File: src/design/sjs_pkg.sv
// sjs_pkg: shared types and constants of the shortest-remaining-time scheduler
// used by sjs_ctrl, sjs_datapath and srpt_job_scheduler; no dependencies
package sjs_pkg;

  localparam int QUEUE_DEPTH_DEF = 64;
  localparam int LENGTH_BITS_DEF = 16;

  localparam int JOB_LEN_W = 16;
  localparam int TIME_W    = 32;
  localparam int SUM_W     = 40;
  localparam int PEND_W    = 7;

  // operation codes of an input transaction
  localparam logic OP_TICK   = 1'b0;
  localparam logic OP_ARRIVE = 1'b1;

  // commands from the controller to the datapath
  typedef struct packed {
    logic begin_item;  // clear per-transaction result flags
    logic push;        // stamp new job, append at the tail
    logic up_rd;       // read parent of the hole
    logic up_move;     // move parent down into the hole
    logic tk_rd;       // read root and last entry
    logic tk_dec;      // write back root with one tick less
    logic tk_pop;      // root finished: report, take last entry
    logic time_inc;    // advance current time
    logic dn_rd;       // read both children of the hole
    logic dn_move;     // move smaller child up into the hole
    logic place;       // write carried entry into the hole
  } sjs_cmd_t;

  // status from the datapath to the controller
  typedef struct packed {
    logic is_arrival;
    logic arr_ok;
    logic cnt_zero;
    logic pos_zero;
    logic up_swap;
    logic rem_one;
    logic last_one;
    logic no_child;
    logic dn_swap;
  } sjs_status_t;

endpackage

File: src/design/sjs_ctrl.sv
// sjs_ctrl: one-hot state machine that sequences arrivals, ticks and heap sifts
// depends on sjs_pkg
module sjs_ctrl (
  input  logic                clk_i,
  input  logic                rst_ni,
  input  logic                start_i,
  input  sjs_pkg::sjs_status_t status_i,
  output sjs_pkg::sjs_cmd_t   cmd_o,
  output logic                busy_o,
  output logic                done_o
);
  import sjs_pkg::*;

  typedef enum logic [6:0] {
    S_IDLE   = 7'b0000001,
    S_UP_RD  = 7'b0000010,
    S_UP_CMP = 7'b0000100,
    S_TK_CHK = 7'b0001000,
    S_DN_RD  = 7'b0010000,
    S_DN_CMP = 7'b0100000,
    S_DONE   = 7'b1000000
  } state_e;

  state_e state_q, state_d;

  always_ff @(posedge clk_i or negedge rst_ni) begin
    if (!rst_ni) begin
      state_q <= S_IDLE;
    end else begin
      state_q <= state_d;
    end
  end

  always_comb begin
    state_d = state_q;
    cmd_o   = '0;
    case (state_q)
      S_IDLE, S_DONE: begin
        state_d = S_IDLE;
        if (start_i) begin
          cmd_o.begin_item = 1'b1;
          if (status_i.is_arrival) begin
            if (status_i.arr_ok) begin
              cmd_o.push = 1'b1;
              state_d    = S_UP_RD;
            end else begin
              state_d = S_DONE;
            end
          end else if (status_i.cnt_zero) begin
            cmd_o.time_inc = 1'b1;
            state_d        = S_DONE;
          end else begin
            cmd_o.tk_rd = 1'b1;
            state_d     = S_TK_CHK;
          end
        end
      end
      S_UP_RD: begin
        if (status_i.pos_zero) begin
          cmd_o.place = 1'b1;
          state_d     = S_DONE;
        end else begin
          cmd_o.up_rd = 1'b1;
          state_d     = S_UP_CMP;
        end
      end
      S_UP_CMP: begin
        if (status_i.up_swap) begin
          cmd_o.up_move = 1'b1;
          state_d       = S_UP_RD;
        end else begin
          cmd_o.place = 1'b1;
          state_d     = S_DONE;
        end
      end
      S_TK_CHK: begin
        cmd_o.time_inc = 1'b1;
        if (status_i.rem_one) begin
          cmd_o.tk_pop = 1'b1;
          state_d      = status_i.last_one ? S_DONE : S_DN_RD;
        end else begin
          cmd_o.tk_dec = 1'b1;
          state_d      = S_DONE;
        end
      end
      S_DN_RD: begin
        if (status_i.no_child) begin
          cmd_o.place = 1'b1;
          state_d     = S_DONE;
        end else begin
          cmd_o.dn_rd = 1'b1;
          state_d     = S_DN_CMP;
        end
      end
      S_DN_CMP: begin
        if (status_i.dn_swap) begin
          cmd_o.dn_move = 1'b1;
          state_d       = S_DN_RD;
        end else begin
          cmd_o.place = 1'b1;
          state_d     = S_DONE;
        end
      end
      default: begin
        state_d = S_IDLE;
      end
    endcase
  end

  // a new transaction may be taken in the cycle the result is shown
  assign busy_o = !(state_q == S_IDLE || state_q == S_DONE);
  assign done_o = (state_q == S_DONE);

endmodule

File: config.mk
export PLATFORM = sky130hd
export DESIGN_NAME = sjs_ctrl
export DESIGN_NICKNAME = d
export VERILOG_FILES = /design/src/design/sjs_pkg.sv /design/src/design/sjs_ctrl.sv
export SDC_FILE = /design/constraint.sdc
export NUM_CORES = 1
export LEC_CHECK = 0
export ABC_AREA = 1
export BUFFER_PORTS_ARGS = -buffer_cell sky130_fd_sc_hd__buf_2
export CAP_MARGIN = 10
export CORE_AREA = 2 2 39 41
export DETAILED_ROUTE_END_ITERATION = 10
export DIE_AREA = 0 0 41 43
export PLACE_DENSITY = 0.78
export SLEW_MARGIN = 20
export SYNTH_ARGS = -nofsm -noshare
export SYNTH_HDL_FRONTEND = slang
export SYNTH_SLANG_ARGS = --single-unit
File: constraint.sdc
create_clock -name clk_i -period 2.6 [get_ports clk_i]
set_input_delay 0.52 -clock clk_i [delete_from_list [all_inputs] [get_ports clk_i]]
set_output_delay 0.52 -clock clk_i [all_outputs]
set_load 0.05 [all_outputs]
### Word-level counts from Yosys, hierarchy flattened

Cells that the tools add are included.

| word-level totals | value |
|---|---|
| word-level logic and storage cells | 50 |
| register bits after elaboration | 7 |
| input port bits | 12 |

| operators by class | value |
|---|---|
| mux-type cells | 39 |
| equality and inequality tests | 7 |
| reductions and logical operators | 3 |

Operators with widths:

| kind | count |
|---|---|
| 7-bit 2-to-1 mux | 10 |
| 7-bit case mux with 6 select lines | 1 |
| 1-bit 2-to-1 mux | 23 |
| 7-bit by 1-bit equality test with 1-bit output (second input constant) | 1 |
| 7-bit by 2-bit equality test with 1-bit output (second input constant) | 1 |
| 7-bit by 3-bit equality test with 1-bit output (second input constant) | 1 |
| 7-bit by 4-bit equality test with 1-bit output (second input constant) | 1 |
| 7-bit by 5-bit equality test with 1-bit output (second input constant) | 1 |
| 7-bit by 6-bit equality test with 1-bit output (second input constant) | 1 |
| 7-bit equality test (second input constant) | 1 |
| 2-bit 2-to-1 mux | 3 |
| 1-bit case mux with 4 select lines | 1 |
| 1-bit case mux with 2 select lines | 1 |
| 2-bit OR reduction | 1 |
| 1-bit zero test | 1 |
| 1-bit logical OR | 1 |

### Logic depth before layout (Yosys ltp)

| logic depth | value |
|---|---|
| depth in word-level cells | 4 |
| mapped depth | 8 |

### Worst setup path after synthesis

Ideal clock, no wire load.

| timing | value |
|---|---|
| kind | register -> output |
| from | register state_q[6] |
| to | output port cmd_o[2] (netlist bit) |
| path buffers | 0 |
| setup slack | 0.394 ns |
| data arrival time | 1.686 ns |
| stages on the path, launching flop included | 4 |
| cell sequence | dfrtp_1 -> inv_2 -> nand3_2 -> nor3_1 |

RTL lines:

| item | RTL line | source |
|---|---|---|
| start: declaration | sjs_ctrl.sv:24 | `state_e state_q, state_d;` |
| start signal: assignment | sjs_ctrl.sv:30 | `state_q <= state_d;` |
| end: declaration | sjs_ctrl.sv:8 | `output sjs_pkg::sjs_cmd_t cmd_o,` |

==> results by group <==
Timing
  • Setup TNS: 0 ps
  • RSZ-0062 raised after global routing: no
  • Final worst path period share: about 83%
  • Final hold vios: 0
  • WHS: 92.0 ps
  • Slew headroom: between 80% and 90%
  • Endpoints failing setup: 0
  • Post-route minimum period: about 2200 ps
  • Worst setup margin: approximately 440 ps
  • Pins Over Slew Limit: 0
  • Fin Clk Skew: 2.17 ps
  • Max frequency: 0.463 GHz
  • Worst-Margin Slew: about 250 ps

Yosys
  • Area leader, netlist: dfrtp_1
  • Area share of the largest cell type after synthesis: between 20% and 30%
  • Post-synth EDFFs: 0
  • Syn Inst Count: 94
  • Top cells by count, synth: 23 x nand2_1, 22 x nor2_1, 15 x inv_1
  • Syn Std Cell Area: about 580 um2
  • Synth top area cells: dfrtp_1 26%, nand2_1 15%, nor2_1 14%
  • Async S/R FF share, synth: between 90% and 100%
  • Synth Register Bits: 7
  • Syn Nets: approximately 110
  • Sequential area share after synthesis: 30.3%
  • Synth cell types: 17
  • Yosys Warn Count: 0
  • Most common cell in the netlist: nand2_1
  • Main synth FF type: dfrtp_1
  • Mean post-synth cell area: 6.19 um2

GRT
  • Wire length of the first global-routing pass: 2190 um
  • GRT met3 Usage: between 1.5 and 2%
  • Total grt overflow: 0
  • GR peak layer: met2
  • Met1 usage: a little over a fifth
  • Initial antenna violation count: 0
  • All-Layer GR Usage: 17.5%
  • Largest net degree at the start of global routing: 8
  • GRT met2 Usage: between 30% and 40%
  • Vias in the first global route: 593

Drt
  • Via Count: between 600 and 700
  • Routed len/inst: slightly below 9 um
  • TritonRoute pass-1 iters: 3
  • Final WL: between 1000 and 1500 um
  • Iter 0 DRT Violations: 5
  • Final ANT Viol Nets: 0
  • DR DRC count: 0
  • Via density: 4.40

Layout
  • Finished Core Util: between 50% and 60%
  • Max reg flops: 7
  • Nets: between 100 and 150
  • N_diodes: 0
  • Fill cell count: roughly 140
  • FF+latch area: roughly 180 um2
  • Area Growth Syn to Fin: 28.8%
  • Ratio of cells with drive above 1 in the final layout: around two fifths
  • Largest registers: state_q: 7 flops
  • Area occupied by multi-input gates: 334 um2
  • Most flops, register: state_q

Clock tree
  • Clock sink count: 7
  • TritonCTS Buffers: 3
  • Hold buffers post-CTS: 0
  • Clk_lat worst skew: 250 ps
  • Root buf cell: clkbuf_4
  • Htree depth: 1
  • Clock Path Buffers: 2
  • TritonCTS clock tree: yes
  • Post-CTS Resized: 0
  • Clk pin slew, worst setup/hold paths: approximately 60 ps
  • # Post-CTS Setup Buffers: 0

Power and ir drop
  • Maximum VDD drop: 0.542 mV
  • Power density cells: 778 nW/um2
  • Pleak: approximately 0.00048 uW
  • Total design power: between 500 and 600 uW

Worst setup path
  • CP Launch Type: flop
  • FF-to-FF path depth: 7
  • CP endpoint: cmd_o[3]
  • Crit path capture type: primary output
  • Crit path kind: flop to primary output
  • R2r setup slk: around 1400 ps
  • Reg-to-Reg End: state_q[6]
  • CP arrival: roughly 1600 ps
  • Critical Path RT: roughly 2100 ps
  • R2R Path Start: state_q[0]
  • Largest fanout on the critical path: 6
  • CP startpoint: state_q[0]

Place
  • Routability congestion estimate: 0.814
  • Input/output buffers: 24
  • Pre-CTS setup slack: about 700 ps
  • DP HPWL: between 1000 and 1500 um

Floorplanning
  • DIE AREA: 1760 um2
  • Die Y: 43 um
  • Initial core utilization: between 40 and 50%
  • CORE AREA: about 1400 um2
  • # IOs: 25
  • Num rows: 14
  • Die width: about 41 um

Min path
  • HP Class: input port to async pin

Status
  • Outcome: complete, no violations

Job
  • Max-Cap Viols: 0
[worst min-delay path by stage]
stage,endpoint,slack [ps],cells past startpoint
after global placement,state_q[3],360,1
after global routing,state_q[3],90,1
after floorplan,state_q[1],220,0
after CTS,state_q[1],90,1
final,state_q[2],90,1
after detailed placement,state_q[2],360,1
[placed cells by master, fill, tap and decap left out]
master,netlist,layout
a21oi_1,2,2
nor2_2,4,4
clkinv_2,0,1
nand3_1,3,3
nand2_2,4,4
inv_2,4,4
dfstp_2,1,1
nand2_1,23,23
nand3_2,1,1
clkbuf_4,0,3
nor3_1,2,2
buf_2,0,24
nand2_4,3,3
o21ai_2,1,1
nor2_4,1,1
nor2_1,22,22
o21ai_0,1,1
inv_1,15,15
o21bai_2,1,1
dfrtp_1,6,6
[cell type report]
type / instances / area share [%]
clock buffer: 3 / 3.01
clock inverter: 1 / 0.668
inverter: 19 / 9.52
multi-input combinational: 68 / 44.6
sequential: 7 / 23.5
tap: 16 / 2.67
timing repair buffer: 24 / 16.0
[routing by layer]
metal	routed length, um	up-vias
met4	11	0
met5	0	-
li1	-	333
met1	488	253
met2	664	19
met3	63	2
[through the flow]
stage | cell area [um2] | cells
2_1_floorplan | 582 | 94
3_3_place_gp | 722 | 134
3_5_place_dp | 722 | 134
4_1_cts | 749 | 138
5_1_grt | 749 | 138
6_report | 749 | 138
[kinds of logic (layout without fill, tap and decap cells)]
group	after synthesis	count (layout)	synth area share, %
AOI/OAI and AO/OA	5	5	6.02
DFF	7	7	30.3
and+or+nand+nor	63	63	51.4
buffers and inverters	19	47	12.3
[report_power, final]
| part | internal [uW] | leakage, uW | switching [uW] |
|---|---|---|---|
| clock | 56.2 | 0.0000177 | 41.8 |
| sequential | 132 | 0.0000932 | 19.7 |
| combinational | 90.5 | 0.000367 | 243 |
| total | 279 | 0.000477 | 304 |
[critical path, stage by stage (launching register included)]
cell and delay [ps]:
dfstp_2 550, nand2_1 60, nor2_1 140, nand2_2 80, nand2_4 100, nand2_4 80, o21ai_2 110, buf_2 270
No activity file was read; power rests on OpenSTA's default activity.
